### config.mk
export PLATFORM = sky130hd
export DESIGN_NAME = lcs_cell
export DESIGN_NICKNAME = d
export VERILOG_FILES = /design/src/design/lcs_pkg.sv /design/src/design/lcs_cell.sv
export SDC_FILE = /design/constraint.sdc
export NUM_CORES = 2
export LEC_CHECK = 0
export BUFFER_PORTS_ARGS = -buffer_cell sky130_fd_sc_hd__buf_4
export CORE_ASPECT_RATIO = 1.75
export CORE_MARGIN = 2
export CORE_UTILIZATION = 60
export DETAILED_ROUTE_END_ITERATION = 10
export PLACE_DENSITY_LB_ADDON = 0.1
export SYNTH_ARGS = -nofsm -noshare
export SYNTH_HDL_FRONTEND = slang
export SYNTH_SLANG_ARGS = --single-unit
export TNS_END_PERCENT = 50
### constraint.sdc
create_clock -name i_clk -period 11.9 [get_ports i_clk]
set_input_delay 2.38 -clock i_clk [delete_from_list [all_inputs] [get_ports i_clk]]
set_output_delay 2.38 -clock i_clk [all_outputs]
set_load 0.01 [all_outputs]
### src/design/lcs_pkg.sv
// Shared constants, register and code names, and the chain control type for the
// convolution block. No dependencies.
package lcs_pkg;

    localparam int MAX_TAPS_DEF     = 32;
    localparam int SAMPLE_WIDTH_DEF = 16;

    localparam int RES_W      = 40;
    localparam int KL_W       = 6;
    localparam int SHAPE_W    = 2;
    localparam int TAP_W      = 5;
    localparam int IDX_W      = 16;
    localparam int CFG_IDX_W  = 2;
    localparam int CFG_DATA_W = 6;

    localparam logic [CFG_IDX_W-1:0] REG_KERNEL_LENGTH = 2'd0;
    localparam logic [CFG_IDX_W-1:0] REG_SHAPE_MODE    = 2'd1;
    localparam logic [CFG_IDX_W-1:0] REG_COMPLEX_MODE  = 2'd2;

    localparam logic [SHAPE_W-1:0] SHAPE_FULL  = 2'd0;
    localparam logic [SHAPE_W-1:0] SHAPE_SAME  = 2'd1;
    localparam logic [SHAPE_W-1:0] SHAPE_VALID = 2'd2;

    localparam logic OP_SAMPLE = 1'b0;
    localparam logic OP_LOAD   = 1'b1;

    // Commands from the sequencer to every cell of the delay line.
    typedef struct packed {
        logic shift;
        logic zero;
        logic clear;
    } t_chain_ctl;

endpackage

### src/design/lcs_cell.sv
// One tap of the convolution chain: kernel tap, delay-line entry, complex product
// and one partial-sum adder. Depends on lcs_pkg.
module lcs_cell #(
    parameter int SAMPLE_WIDTH = lcs_pkg::SAMPLE_WIDTH_DEF
) (
    input  logic                               i_clk,
    input  logic                               i_rst_n,
    input  lcs_pkg::t_chain_ctl                i_ctl,
    input  logic                               i_cplx,
    input  logic                               i_on,
    input  logic                               i_load,
    input  logic signed [SAMPLE_WIDTH-1:0]     i_load_re,
    input  logic signed [SAMPLE_WIDTH-1:0]     i_load_im,
    input  logic signed [SAMPLE_WIDTH-1:0]     i_x_re,
    input  logic signed [SAMPLE_WIDTH-1:0]     i_x_im,
    input  logic                               i_tok,
    input  logic signed [lcs_pkg::RES_W-1:0]   i_psum_re,
    input  logic signed [lcs_pkg::RES_W-1:0]   i_psum_im,
    output logic signed [SAMPLE_WIDTH-1:0]     o_x_re,
    output logic signed [SAMPLE_WIDTH-1:0]     o_x_im,
    output logic                               o_tok,
    output logic signed [lcs_pkg::RES_W-1:0]   o_psum_re,
    output logic signed [lcs_pkg::RES_W-1:0]   o_psum_im
);
    localparam int PW = 2 * SAMPLE_WIDTH;
    localparam int CW = PW + 1;

    logic signed [SAMPLE_WIDTH-1:0]   r_h_re, r_h_im, r_x_re, r_x_im;
    logic signed [SAMPLE_WIDTH-1:0]   w_hr, w_hi, w_xi;
    logic signed [PW-1:0]             r_p_rr, r_p_ii, r_p_ri, r_p_ir;
    logic signed [CW-1:0]             r_c_re, r_c_im;
    logic signed [lcs_pkg::RES_W-1:0] w_c_re, w_c_im;
    logic signed [lcs_pkg::RES_W-1:0] r_psum_re, r_psum_im;
    logic                             r_tok;

    always_ff @(posedge i_clk) begin
        if (!i_rst_n) begin
            r_h_re <= '0;
            r_h_im <= '0;
            r_x_re <= '0;
            r_x_im <= '0;
            r_tok  <= 1'b0;
        end else begin
            if (i_load) begin
                r_h_re <= i_load_re;
                r_h_im <= i_load_im;
            end
            if (i_ctl.clear) begin
                r_x_re <= '0;
                r_x_im <= '0;
            end else if (i_ctl.shift) begin
                r_x_re <= i_x_re;
                r_x_im <= i_x_im;
            end
            r_tok <= i_tok;
        end
    end

    // Taps beyond the kernel length contribute nothing; real mode drops the
    // imaginary parts.
    assign w_hr = i_on ? r_h_re : '0;
    assign w_hi = (i_on && i_cplx) ? r_h_im : '0;
    assign w_xi = i_cplx ? r_x_im : '0;

    // The delay line holds still while a sum runs, so these stages settle freely.
    always_ff @(posedge i_clk) begin
        r_p_rr <= PW'(w_hr) * PW'(r_x_re);
        r_p_ii <= PW'(w_hi) * PW'(w_xi);
        r_p_ri <= PW'(w_hr) * PW'(w_xi);
        r_p_ir <= PW'(w_hi) * PW'(r_x_re);
        r_c_re <= CW'(r_p_rr) - CW'(r_p_ii);
        r_c_im <= CW'(r_p_ri) + CW'(r_p_ir);
    end

    generate
        if (CW >= lcs_pkg::RES_W) begin : g_trunc
            assign w_c_re = r_c_re[lcs_pkg::RES_W-1:0];
            assign w_c_im = r_c_im[lcs_pkg::RES_W-1:0];
        end else begin : g_ext
            assign w_c_re = {{(lcs_pkg::RES_W-CW){r_c_re[CW-1]}}, r_c_re};
            assign w_c_im = {{(lcs_pkg::RES_W-CW){r_c_im[CW-1]}}, r_c_im};
        end
    endgenerate

    always_ff @(posedge i_clk) begin
        if (i_tok) begin
            r_psum_re <= i_psum_re + w_c_re;
            r_psum_im <= i_psum_im + w_c_im;
        end
    end

    assign o_x_re    = r_x_re;
    assign o_x_im    = r_x_im;
    assign o_tok     = r_tok;
    assign o_psum_re = r_psum_re;
    assign o_psum_im = r_psum_im;

endmodule

Yosys cells after proc, flatten, opt, wreduce, memory -nomap -nowiden
Cells that the tools add are included.
- output and inout bits: 113
- word-level logic and storage cells: 27
- input port bits: 153
- bits in registers: 339
- multipliers: 4
- reduce and logical (&&, ||, !) cells: 2
- mux-type cells: 3
- bitwise gates (word level): 1
- add/subtract/negate cells: 4
- operator list (kind ; count):
    $mul A16 B16 Y32 ; 4
    $add A40 B33 Y40 ; 2
    $mux W16 ; 3
    $add A32 B32 Y33 ; 1
    $sub A32 B32 Y33 ; 1
    $reduce_or A2 Y1 ; 1
    $logic_and A1 B1 Y1 ; 1
    $not A1 Y1 ; 1

Logic depth before layout (Yosys ltp)
- word-level depth: 3
- gate-level depth with buffers: 29
- depth with buffers taken out: 25

Least setup slack after synthesis
Ideal clock, no wire load.
- path kind: input to register
- start: in i_on
- end: reg r_p_rr[30]
- slack: 2.908 ns
- required time: 11.773 ns
- stages: 27
- library setup time: 0.127 ns
- arrival: 8.866 ns
- cells stage by stage: clkbuf_1 > clkbuf_1 > clkbuf_1 > and2_1 > clkbuf_1 > nand2_1 > fa_1 > inv_1 > fa_1 > inv_1 > fa_1 > inv_1 > fa_1 > fa_1 > inv_1 > fa_1 > inv_1 > ha_1 > and4_1 > and2_1 > a211oi_2 > a21boi_1 > a221o_1 > a41o_1 > a211oi_1 > o21ai_0 > xor2_1
- cells in the longest elaborated chain, start to end: 2
- ends and longest elaborated chain (element ; RTL line ; RTL):
    start: declaration ; lcs_cell.sv:10 ; input logic i_on,
    $mux W16 ; lcs_cell.sv:61 ; assign w_hr = i_on ? r_h_re : '0;
    $mul A16 B16 Y32 ; lcs_cell.sv:67 ; r_p_rr <= PW'(w_hr) * PW'(r_x_re);
    end signal: assignment ; lcs_cell.sv:67 ;
    end: declaration ; lcs_cell.sv:30 ; logic signed [PW-1:0] r_p_rr, r_p_ii, r_p_ri, r_p_ir;
No other way between the ends.
A chain may end at the register's enable or synchronous reset.

Worst setup path after layout
- start: in i_on
- end: reg r_p_ir[31]
- cells in the longest elaborated chain, start to end: 3
- ends and longest elaborated chain (element ; RTL line ; RTL):
    $logic_and A1 B1 Y1 ; lcs_cell.sv:62 ; assign w_hi = (i_on && i_cplx) ? r_h_im : '0;
    $mux W16 ; lcs_cell.sv:62 ;
    $mul A16 B16 Y32 ; lcs_cell.sv:70 ; r_p_ir <= PW'(w_hi) * PW'(r_x_re);
    end signal: assignment ; lcs_cell.sv:70 ;
    end: declaration ; lcs_cell.sv:30 ;
No other way between the ends.

==> flow_summary.ini <==
[synthesis]
syn_avg_cell_area_um2 = 9.22
synth_top_area_share_pct = 37.9
synth_enable_flop_cells = 80
yosysTopAreaCell = fa_1
syn_nets = 7692
syn_area_mm2 = 0.0555
ys_seq_area_share_pct = 13.7
synthDistinctLibCells = 90
syn_inst = 6017
ys.flop_type = dfxtp_1
synth-seq-cells = 339
yosysWarnings = 0
synth.top_cells.by_area = fa_1 (38%), ha_1 (11%), dfxtp_1 (9.3%), inv_1 (8.5%), nand2_1 (4.3%)
synth-async-reset-ratio_pct = 0

[pwr]
pwr-share-clk_pct = 28.6
power.switching_w = 0.00163
p_seq_share_pct = 33.6
switching_share_pct = 36.4
combPwrFrac_pct = 37.8
peakVddDrop_v = 0.000105
p_per_area_mw_per_mm2 = 74.9
p_leak_nw = 31.5
internal-power_w = 0.00286

[detailed_routing]
routed_wirelength_um = 151000
vias_per_cell = 5.74
drtIter0Drc = 2412
routedWlPerCell_um = 20.4
vias = 42277
antenna_left = 0
dr.pass1.iters = 5
post-route-drc-count = 0

[layout]
final_area_mm2 = 0.0599
area_growth_pct = 7.91
final_nets = 7820
drive_above_1_share_pct = 7.38
finish.utilization_pct = 65.3
fillers = 7721
seq_area_mm2 = 0.00759
multi_input_area_mm2 = 0.0423
final_cell_mix = inv_1 (1,250), fa_1 (1,052), nand2_1 (643)
final_cells = 7371
final_common_cell = inv_1

[sta]
setup_viol = 0
max_slew_margin_pct = 28.6
fin_crit_sh_pct = 77.5
fmax_mhz = 108
rsz0062_at_grt = false
final.setup.tns_ps = 0
min_period_ps = 9220
worst_pin_slew_ps = 1070
finClkSkew_ps = 38.1
slew_violations = 0
hold_viol = 0
whs_ps = 466

[clocking]
postCtsSetupBuffers = 0
cts_tree = yes
path_clk_slew_ps = 70
cts.sinks = 339
max-clock-path-buffers = 3
clk_latency_ps = 620
cts_buffers = 39
ctsHoldBuffers = 0
htree_levels = 2
cts_resized = 0
cts-root-buf = clkbuf_16

[critical_path]
start_kind = primary input
path_buf_inv = 7
required_ps = 12460
critical_path_arrival_ps = 9780
cp-end-kind = flip-flop
cp_top_family = adder cells
path_max_fanout = 73
max_stage_delay_ps = 750
criticalPathCategory = primary input to flip-flop
cp_slowest_cell = and3_1
cpMostUsedCell = fa_1

[place]
postPlaceCellArea_mm2 = 0.0586
dp_cells = 7296
io_buffer_count = 264
dp_hpwl_um = 122000
gp_congestion = 0.953

[outcome]
outcome = completed

[global_routing]
grt_max_degree = 74
grt_pass1_vias = 45526
grt_pass1_wl_um = 239000
grt_usage_pct = 33.1
antenna_found_initial = 7
globalRoute.totalOverflow = 0

[floorplan]
ios = 266
die_area_mm2 = 0.0950
std_cell_rows = 147
core_mm2 = 0.0918
die_width_um = 234
initial_utilization_pct = 60.5
die_height_um = 406

[min_path]
hold_class = flip-flop to flip-flop

[flow_run]
drv_cap = 0
[flip-flops by register name (all words and copies together), names as in the netlist]
signal,flops
o_psum_im,40
r_h_im,16
r_h_re,16
r_p_ir,32
r_c_re,33
o_x_im,16
r_p_rr,32
o_psum_re,40
o_tok,1
r_p_ri,32
r_p_ii,32
r_c_im,33
o_x_re,16
[kinds of logic after synthesis]
group | share of synthesized area (%)
mux | 1.23
compound gates | 8.14
buf+inv | 10.1
fa+ha+maj | 48.5
simple gates | 14.2
xor+xnor | 4.12
flops | 13.7
[power groups by stage]
stage / clock (W) / combinational [W] / sequential, W
2_1_floorplan: 0 / 0.00108 / 0.00155
6_report: 0.00128 / 0.00170 / 0.00151
4_1_cts: 0.00131 / 0.00169 / 0.00151
5_1_grt: 0.00135 / 0.00186 / 0.00153
3_5_place_dp: 0 / 0.00168 / 0.00154
3_3_place_gp: 0 / 0.00165 / 0.00153
[routing by layer]
| metal | GRT usage [%] | vias to the layer above | wire [um] |
|---|---|---|---|
| li1 | - | 18826 | - |
| met1 | 36.4 | 21253 | 52500 |
| met2 | 58.8 | 1635 | 76600 |
| met3 | 4.74 | 559 | 9400 |
| met4 | 22.0 | 4 | 12100 |
| met5 | 0 | - | 25 |
[worst paths after layout]
path / startpoint / endpoint / slack, ps / depth (start not counted)
max: i_on / r_p_ir[31] / 2680 / 25
min: r_p_ri[0] / r_c_im[0] / 470 / 1
max reg2reg: r_h_re[5] / r_p_rr[30] / 4500 / 23
min reg2reg: r_p_ri[0] / r_c_im[0] / 470 / 1
[layout make-up]
| type | instances | share of cell area (%) |
|---|---|---|
| Clock inverter | 21 | 0.435 |
| Clock buffer | 51 | 1.75 |
| Multi-Input combinational cell | 4184 | 70.6 |
| Timing Repair Buffer | 330 | 4.14 |
| Inverter | 1251 | 7.84 |
| Tap cell | 1192 | 2.49 |
| Antenna cell | 3 | 0.0125 |
| Sequential cell | 339 | 12.7 |
[synth_stat cells (all sizes together) (26+ instances only)]
cell / n
o21ai: 121
xnor2: 189
nor2b: 62
a21o: 95
xor2: 72
a21oi: 201
nand2b: 26
fa: 1052
nor2: 321
nand2: 643
ha: 470
edfxtp: 80
o21a: 48
inv: 1250
mux2i: 68
a211oi: 27
and3: 144
nand3: 48
and2: 294
clkbuf: 220
dfxtp: 259
nor3: 42
[metrics by stage]
stage	power, W	setup slack [ps]
after floorplan	0.00263	2910
after global placement	0.00318	2180
after detailed placement	0.00322	2090
after CTS	0.00451	2740
after global routing	0.00473	2360
final	0.00449	2680
(Power assumes the default switching activity.)
