### src/design/lcs_pkg.sv
// Shared constants, register and code names, and the chain control type for the
// convolution block. No dependencies.
package lcs_pkg;

    localparam int MAX_TAPS_DEF     = 32;
    localparam int SAMPLE_WIDTH_DEF = 16;

    localparam int RES_W      = 40;
    localparam int KL_W       = 6;
    localparam int SHAPE_W    = 2;
    localparam int TAP_W      = 5;
    localparam int IDX_W      = 16;
    localparam int CFG_IDX_W  = 2;
    localparam int CFG_DATA_W = 6;

    localparam logic [CFG_IDX_W-1:0] REG_KERNEL_LENGTH = 2'd0;
    localparam logic [CFG_IDX_W-1:0] REG_SHAPE_MODE    = 2'd1;
    localparam logic [CFG_IDX_W-1:0] REG_COMPLEX_MODE  = 2'd2;

    localparam logic [SHAPE_W-1:0] SHAPE_FULL  = 2'd0;
    localparam logic [SHAPE_W-1:0] SHAPE_SAME  = 2'd1;
    localparam logic [SHAPE_W-1:0] SHAPE_VALID = 2'd2;

    localparam logic OP_SAMPLE = 1'b0;
    localparam logic OP_LOAD   = 1'b1;

    // Commands from the sequencer to every cell of the delay line.
    typedef struct packed {
        logic shift;
        logic zero;
        logic clear;
    } t_chain_ctl;

endpackage

### src/design/lcs_ctrl.sv
// Sequencer of the convolution block: sample index, shape window, tail flush and
// the hand-off of finished sums to the result register. Depends on lcs_pkg.
module lcs_ctrl #(
    parameter int MAX_TAPS = lcs_pkg::MAX_TAPS_DEF
) (
    input  logic                           i_clk,
    input  logic                           i_rst_n,
    input  logic                           i_req_valid,
    input  logic                           i_req_op,
    input  logic                           i_req_last,
    input  logic [lcs_pkg::KL_W-1:0]       i_kl,
    input  logic [lcs_pkg::SHAPE_W-1:0]    i_shape,
    input  logic                           i_done,
    input  logic                           i_slot_free,
    output logic                           o_req_ready,
    output logic [lcs_pkg::KL_W-1:0]       o_len,
    output lcs_pkg::t_chain_ctl            o_ctl,
    output logic                           o_go,
    output logic                           o_push,
    output logic                           o_final
);
    localparam logic [2:0] S_IDLE = 3'd0;
    localparam logic [2:0] S_PREP = 3'd1;
    localparam logic [2:0] S_RUN  = 3'd2;
    localparam logic [2:0] S_PUSH = 3'd3;
    localparam logic [2:0] S_NEXT = 3'd4;

    // Two register stages in each cell (products, then their combination).
    localparam logic [1:0] PREP_CYC = 2'd2;

    logic [2:0]                  r_state, n_state;
    logic [1:0]                  r_cnt, n_cnt;
    logic [lcs_pkg::IDX_W-1:0]   r_idx, n_idx, r_pos, n_pos, w_pos_inc, w_idx_inc;
    logic [lcs_pkg::KL_W-1:0]    r_left, n_left;
    logic                        r_last, n_last;
    logic [lcs_pkg::KL_W-1:0]    w_len, w_start, w_tail;

    always_comb begin
        if (i_kl == '0) begin
            w_len = lcs_pkg::KL_W'(1);
        end else if (int'(i_kl) > MAX_TAPS) begin
            w_len = lcs_pkg::KL_W'(MAX_TAPS);
        end else begin
            w_len = i_kl;
        end
    end

    always_comb begin
        case (i_shape)
            lcs_pkg::SHAPE_FULL: begin
                w_start = '0;
                w_tail  = w_len - lcs_pkg::KL_W'(1);
            end
            lcs_pkg::SHAPE_SAME: begin
                w_start = w_len >> 1;
                w_tail  = w_len >> 1;
            end
            default: begin
                w_start = w_len - lcs_pkg::KL_W'(1);
                w_tail  = '0;
            end
        endcase
    end

    assign w_idx_inc = (r_idx == '1) ? r_idx : r_idx + lcs_pkg::IDX_W'(1);
    assign w_pos_inc = (r_pos == '1) ? r_pos : r_pos + lcs_pkg::IDX_W'(1);

    always_comb begin
        n_state = r_state;
        n_cnt   = r_cnt;
        n_idx   = r_idx;
        n_pos   = r_pos;
        n_left  = r_left;
        n_last  = r_last;
        o_ctl   = '0;
        o_go    = 1'b0;
        o_push  = 1'b0;
        case (r_state)
            S_IDLE: begin
                if (i_req_valid && i_req_op == lcs_pkg::OP_SAMPLE) begin
                    o_ctl.shift = 1'b1;
                    n_pos  = r_idx;
                    n_idx  = w_idx_inc;
                    n_left = i_req_last ? w_tail : '0;
                    n_last = i_req_last;
                    if (r_idx >= lcs_pkg::IDX_W'(w_start)) begin
                        n_state = S_PREP;
                        n_cnt   = PREP_CYC;
                    end else begin
                        n_state = S_NEXT;
                    end
                end
            end
            S_PREP: begin
                if (r_cnt == '0) begin
                    o_go    = 1'b1;
                    n_state = S_RUN;
                end else begin
                    n_cnt = r_cnt - 2'd1;
                end
            end
            S_RUN: begin
                if (i_done) begin
                    n_state = S_PUSH;
                end
            end
            S_PUSH: begin
                if (i_slot_free) begin
                    o_push  = 1'b1;
                    n_state = S_NEXT;
                end
            end
            S_NEXT: begin
                if (r_left != '0) begin
                    // Tail flush: shift in a zero and test the window again.
                    o_ctl.shift = 1'b1;
                    o_ctl.zero  = 1'b1;
                    n_left = r_left - lcs_pkg::KL_W'(1);
                    n_pos  = w_pos_inc;
                    if (w_pos_inc >= lcs_pkg::IDX_W'(w_start)) begin
                        n_state = S_PREP;
                        n_cnt   = PREP_CYC;
                    end
                end else begin
                    if (r_last) begin
                        o_ctl.clear = 1'b1;
                        n_idx  = '0;
                        n_last = 1'b0;
                    end
                    n_state = S_IDLE;
                end
            end
            default: begin
                n_state = S_IDLE;
            end
        endcase
    end

    always_ff @(posedge i_clk) begin
        if (!i_rst_n) begin
            r_state <= S_IDLE;
            r_cnt   <= '0;
            r_idx   <= '0;
            r_pos   <= '0;
            r_left  <= '0;
            r_last  <= 1'b0;
        end else begin
            r_state <= n_state;
            r_cnt   <= n_cnt;
            r_idx   <= n_idx;
            r_pos   <= n_pos;
            r_left  <= n_left;
            r_last  <= n_last;
        end
    end

    assign o_req_ready = (r_state == S_IDLE);
    assign o_len       = w_len;
    // The emission at the end of the tail is the last one of a vector.
    assign o_final     = r_last && (r_left == '0);

endmodule

### config.mk
export PLATFORM = sky130hd
export DESIGN_NAME = lcs_ctrl
export DESIGN_NICKNAME = d
export VERILOG_FILES = /design/src/design/lcs_pkg.sv /design/src/design/lcs_ctrl.sv
export SDC_FILE = /design/constraint.sdc
export NUM_CORES = 1
export LEC_CHECK = 0
export BUFFER_PORTS_ARGS = -buffer_cell sky130_fd_sc_hd__buf_2
export CORE_MARGIN = 2
export CORE_UTILIZATION = 45
export DETAILED_ROUTE_END_ITERATION = 10
export PLACE_DENSITY = 0.65
export REMOVE_ABC_BUFFERS = 1
export SLEW_MARGIN = 30
export SYNTH_ARGS = -nofsm -noshare
export SYNTH_HDL_FRONTEND = slang
export SYNTH_SLANG_ARGS = --single-unit
### constraint.sdc
create_clock -name i_clk -period 3.6 [get_ports i_clk]
set_input_delay 0 -clock i_clk [delete_from_list [all_inputs] [get_ports i_clk]]
set_output_delay 0 -clock i_clk [all_outputs]
set_load 0.05 [all_outputs]
# Word level (Yosys, flattened, before mapping)

Index checks and enable logic that the tools add are counted.

Add/subtract/negate cells: 5
Multiply operators: 0
Div/mod/pow operators: 0
Order comparisons: 3
Equality and inequality tests: 19
Shift operators: 0
Muxes and demuxes: 44
Bitwise logic cells: 1
Reduce and logical (&&, ||, !) cells: 15

Operators by type and width:

| operator                                                              | number |
|---|---|
| 16-bit 2-to-1 mux                                                     | 7 |
| 16-bit case mux with 2 select lines                                   | 2 |
| 6-bit case mux with 2 select lines                                    | 3 |
| 16-bit by 1-bit adder with 16-bit output, second input constant       | 2 |
| 16-bit equality test, second input constant                           | 2 |
| 16-bit by 6-bit >= comparator with 1-bit output                       | 2 |
| 6-bit 2-to-1 mux                                                      | 5 |
| 3-bit 2-to-1 mux                                                      | 7 |
| 2-bit != test, second input constant                                  | 9 |
| 3-bit case mux with 5 select lines                                    | 1 |
| 2-bit 2-to-1 mux                                                      | 7 |
| 6-bit zero test                                                       | 2 |
| 6-bit by 1-bit subtractor with 6-bit output, second input constant    | 2 |
| 5-bit AND reduction                                                   | 2 |
| 1-bit 2-to-1 mux                                                      | 9 |
| 3-bit by 2-bit equality test with 1-bit output, second input constant | 2 |
| 6-bit greater-than comparator, second input constant                  | 1 |
| 2-bit case mux with 3 select lines                                    | 1 |
| 3-bit AND reduction                                                   | 2 |
| 6-bit AND reduction                                                   | 1 |
| 6-bit nonzero test                                                    | 1 |
| 2-bit zero test                                                       | 2 |
| 2-bit by 1-bit != test with 1-bit output, second input constant       | 2 |
| 1-bit case mux with 2 select lines                                    | 2 |
| 10 further kinds                                                      | 11 |

Register bits: 44
Bits in latches: 0
Memory bits (writable): 0
Bits in read-only memories: 0
Bits of input ports: 15
Output and inout bits: 13
Word-level logic and storage cells: 93
Memories: 0

# Depth between registers and ports, before layout

Depth after elaboration: 9
Gate-level depth with buffers: 14
Depth with buffers taken out: 13

# Least setup slack after synthesis

Ideal clock, no wire load.

Path kind: flip-flop to flip-flop
Start: register r_pos[0] in the netlist's numbering
End: register r_state[0]
Setup time: 0.122 ns
Data arrival time: 3.716 ns
Data required time: 3.478 ns
Slack: -0.238 ns
Stages on the path, launching flop included: 14
Path buffers: 0
Period minus slack after synthesis: 3.838 ns
Path through: dfxtp_1 > ha_1 > nand4_1 > nor3_1 > nand2_1 > nand4_1 > xnor2_1 > ha_1 > a21o_1 > a2111oi_0 > o221ai_1 > a211o_1 > or3_4 > o32a_1

Cells in the longest elaborated chain, start to end: 5
Elaborated cells between the ends (all ways): 6
Those cells by class: add/sub: 1; order compare: 1; eq/ne: 2; mux: 1; reduce/logical: 1

Ends and longest elaborated chain:

| item                                                                             | RTL line        | source |
|---|---|---|
| from (decl)                                                                      | lcs_ctrl.sv:33  | `logic [lcs_pkg::IDX_W-1:0] r_idx, n_idx, r_pos, n_pos, w_pos_inc, w_idx_inc;` |
| from (signal assigned)                                                           | lcs_ctrl.sv:151 | `r_pos <= n_pos;` |
| 16-bit by 1-bit adder with 16-bit output or 16-bit equality test (tied branches) | lcs_ctrl.sv:66  | `assign w_pos_inc = (r_pos == '1) ? r_pos : r_pos + lcs_pkg::IDX_W'(1);` |
| 16-bit 2-to-1 mux *                                                              | lcs_ctrl.sv:66  |  |
| 16-bit by 6-bit >= comparator with 1-bit output *                                | lcs_ctrl.sv:120 | `if (w_pos_inc >= lcs_pkg::IDX_W'(w_start)) begin` |
| 3-bit != test (no source line) *                                                 | n/a             |  |
| 5-bit AND reduction (no source line) *                                           | n/a             |  |
| to (signal assigned)                                                             | lcs_ctrl.sv:148 | `r_state <= n_state;` |
| to (decl)                                                                        | lcs_ctrl.sv:31  | `logic [2:0] r_state, n_state;` |

Every way passes the cells marked *; elsewhere a longest branch is shown, timed or not.
A chain may end at the register's enable or synchronous reset.

# Worst setup path in the final report

Ends and elaborated chain as after synthesis.

==> flow_summary.yaml <==
global_routing:
  grt_max_degree: 41
  grt_pass1_wl_um: 15640
  grt_pass1_vias: 3184
  grt_remaining_overflow: 0
  grt_use_total: 0.2321
  antenna_found_initial: 0
floorplanning:
  initial_core_util: 0.4625
  pin_count: 28
  row_count: 31
  die-area_um2: 8120
  fp.dieW_um: 90.11
  core_um2: 7214
  die_h_um: 90.11
detailed_routing:
  post-route-drc-count: 0
  dr.pass1.iters: 4
  vias: 3359
  viasPerCell: 5.956
  drtIter0Drc: 208
  antenna_left: 0
  wl_per_cell_um: 16.48
  routed_wl_um: 9293
sta:
  grt_setup_unrepaired: "false"
  tns_ps: 0
  hold_viol: 0
  setup_viol: 0
  relSlewSlack: 0.3629
  tightest_slew_ps: 955.7
  fin_crit_ps: 3411
  clock_skew_ps: 6.067
  drv_slew: 0
  post-route-period-util: 0.9474
  timing.fmax_mhz: 293.2
status:
  status: "complete, no violations"
place:
  hpwl_um: 6703
  portBuffers: 27
  gp_congestion: 0.9259
critical_path:
  worstPathArrival_ps: 3610
  r2r_cells: 13
  cp_data_required_time_ps: 3800
  cp-start-kind: "register"
  worst-path-max-fanout: 4
  path_class: "register to register"
  cp-end-kind: "register"
finish:
  nets: 496
  filler_cell_count: 737
  area_growth_pct: 11.77
  drive_above_1_share: 0.1613
  antenna_cells: 0
logic_synthesis:
  netlist-cell-type-count: 70
  yosysWarnings: 0
  syn-mean-instance-area_um2: 7.567
  synth-edff-count: 0
  ys_seq_area_frac: 0.2640
  ys_top_cells_by_area: "dfxtp_1 (26%), ha_1 (6.4%), nor2_1 (6.2%)"
  synth_common_cells: "nor2_1 (55), dfxtp_1 (44), nand2_1 (41)"
  async_reset_ff_frac: 0
  yosysMostFrequentCell: "nor2_1"
  synth_top_area_share: 0.2640
  ys_ff_latch: 44
  syn_inst: 441
  yosysTopAreaCell: "dfxtp_1"
  syn_area_um2: 3337
  synth_ff_type: "dfxtp_1"
clocking:
  tritoncts: "yes"
  clk_latency_ps: 300
  htree_levels: 2
  cts_root_buffer: "clkbuf_8"
  numCtsBuffers: 5
  cts_buffer_depth: 2
  clkTransAtPathRegs_ps: 90
  ctsHoldBuffers: 0
  cts_sinks: 44
power_and_ir_drop:
  p_per_area_nw_per_um2: 639.5
  irDropWorstVdd_v: 0.0008548
  p_clk_frac: 0.176
  finalPower_mw: 2.385
  p_leak_nw: 1.452
  combPwrFrac: 0.531
  p_seq_frac: 0.294
  intPower_mw: 1.261
  swShare: 0.4713
  p_switching_mw: 1.124
min_path:
  holdPathStages: 4
  holdCritPathClass: "primary input to register"
job:
  maxCapViolCount: 0
==> state kept, by name, summed over array words and instances (netlist names) <==
name and cells:
r_cnt 2, r_idx 16, r_last 1, r_left 6, r_pos 16, r_state 3
==> metrics by stage <==
step | util | setup slack [ps] | hold slack (ps) | std cells | cell area, um^2
finish | 0.5170 | 189.3 | 73.95 | 564 | 3730
global route | 0.5170 | 13.29 | 125.1 | 564 | 3730
CTS | 0.5158 | 97.60 | 70.67 | 564 | 3721
detailed placement | 0.4990 | 126.4 | 369.7 | 556 | 3600
global placement | 0.4990 | 181.7 | 368.0 | 556 | 3600
floorplan | - | -240.6 | 0 | 415 | 3228
==> cell families after synthesis <==
group,after synthesis,share of synthesized area
and+or+nand+nor,190,0.2906
AOI/OAI and AO/OA,117,0.2471
DFF,44,0.2640
buffers and inverters,44,0.05286
xor gates and xnor gates,23,0.06037
adders and majority gates,17,0.06374
muxes,5,0.02025
other,1,0.001124
==> worst max-delay path, stage by stage, from the launching register on <==
cell and delay [ps]:
dfxtp_1 340, ha_1 210, nand4_1 150, nor3_2 230, nand2_2 120, nand4_1 120
xnor2_1 160, ha_1 280, a21o_1 190, a2111oi_1 380, o221ai_1 180, a211o_1 320
or3_4 350, o32a_1 290
==> what timing repair did <==
item                       4_1_cts  5_1_grt
setup endpoints to repair        0        1
buffers inserted                 0        0
resized for setup                0        3
==> per-layer routing <==
layer | GRT usage | vias to the layer above | part of all wire
li1 | - | 1672 | -
met1 | 0.3112 | 1582 | 0.48
met2 | 0.3860 | 92 | 0.46
met3 | 0.03437 | 13 | 0.044
met4 | 0.07051 | 0 | 0.018
met5 | 0 | - | 0
==> path summary, 6_finish.rpt <==
path	start	to	slack (ps)
min reg2reg	r_left[1]	r_left[1]	510
min	i_slot_free	r_state[1]	70
max	r_pos[0]	r_state[0]	190
max reg2reg	r_pos[0]	r_state[0]	190
==> area by class of cell <==
cell class	instances	area [um^2]	area share
inverters	17	63.81	0.01711
flip-flops and latches	44	880.8	0.2362
repair buffers	42	247.7	0.06642
clock inverters	2	38.79	0.01040
clock buffers	6	82.58	0.02214
well taps	99	123.9	0.03321
multi-input cells	354	2292	0.6146
==> power by group through the flow <==
stage / Clock, mW / Sequential, mW / Combinational, mW
3_5_place_dp: 0 / 0.706 / 1.25
3_3_place_gp: 0 / 0.705 / 1.23
2_1_floorplan: 0 / 0.688 / 0.888
6_report: 0.419 / 0.701 / 1.27
5_1_grt: 0.443 / 0.719 / 1.39
4_1_cts: 0.424 / 0.696 / 1.25
==> cell usage in the layout (no fill, tap or decap), drive strengths merged, types with 7 or more instances in the layout <==
cell type,count
nor2,55
dfxtp,44
buf,42
nand2,41
a21oi,25
o21ai,22
nand3,18
ha,17
inv,16
xor2,15
nor3,12
nand4,11
and3,10
xnor2,8
a211oi,8
nor4,7
Note: power is estimated with default switching activity, not from simulation.
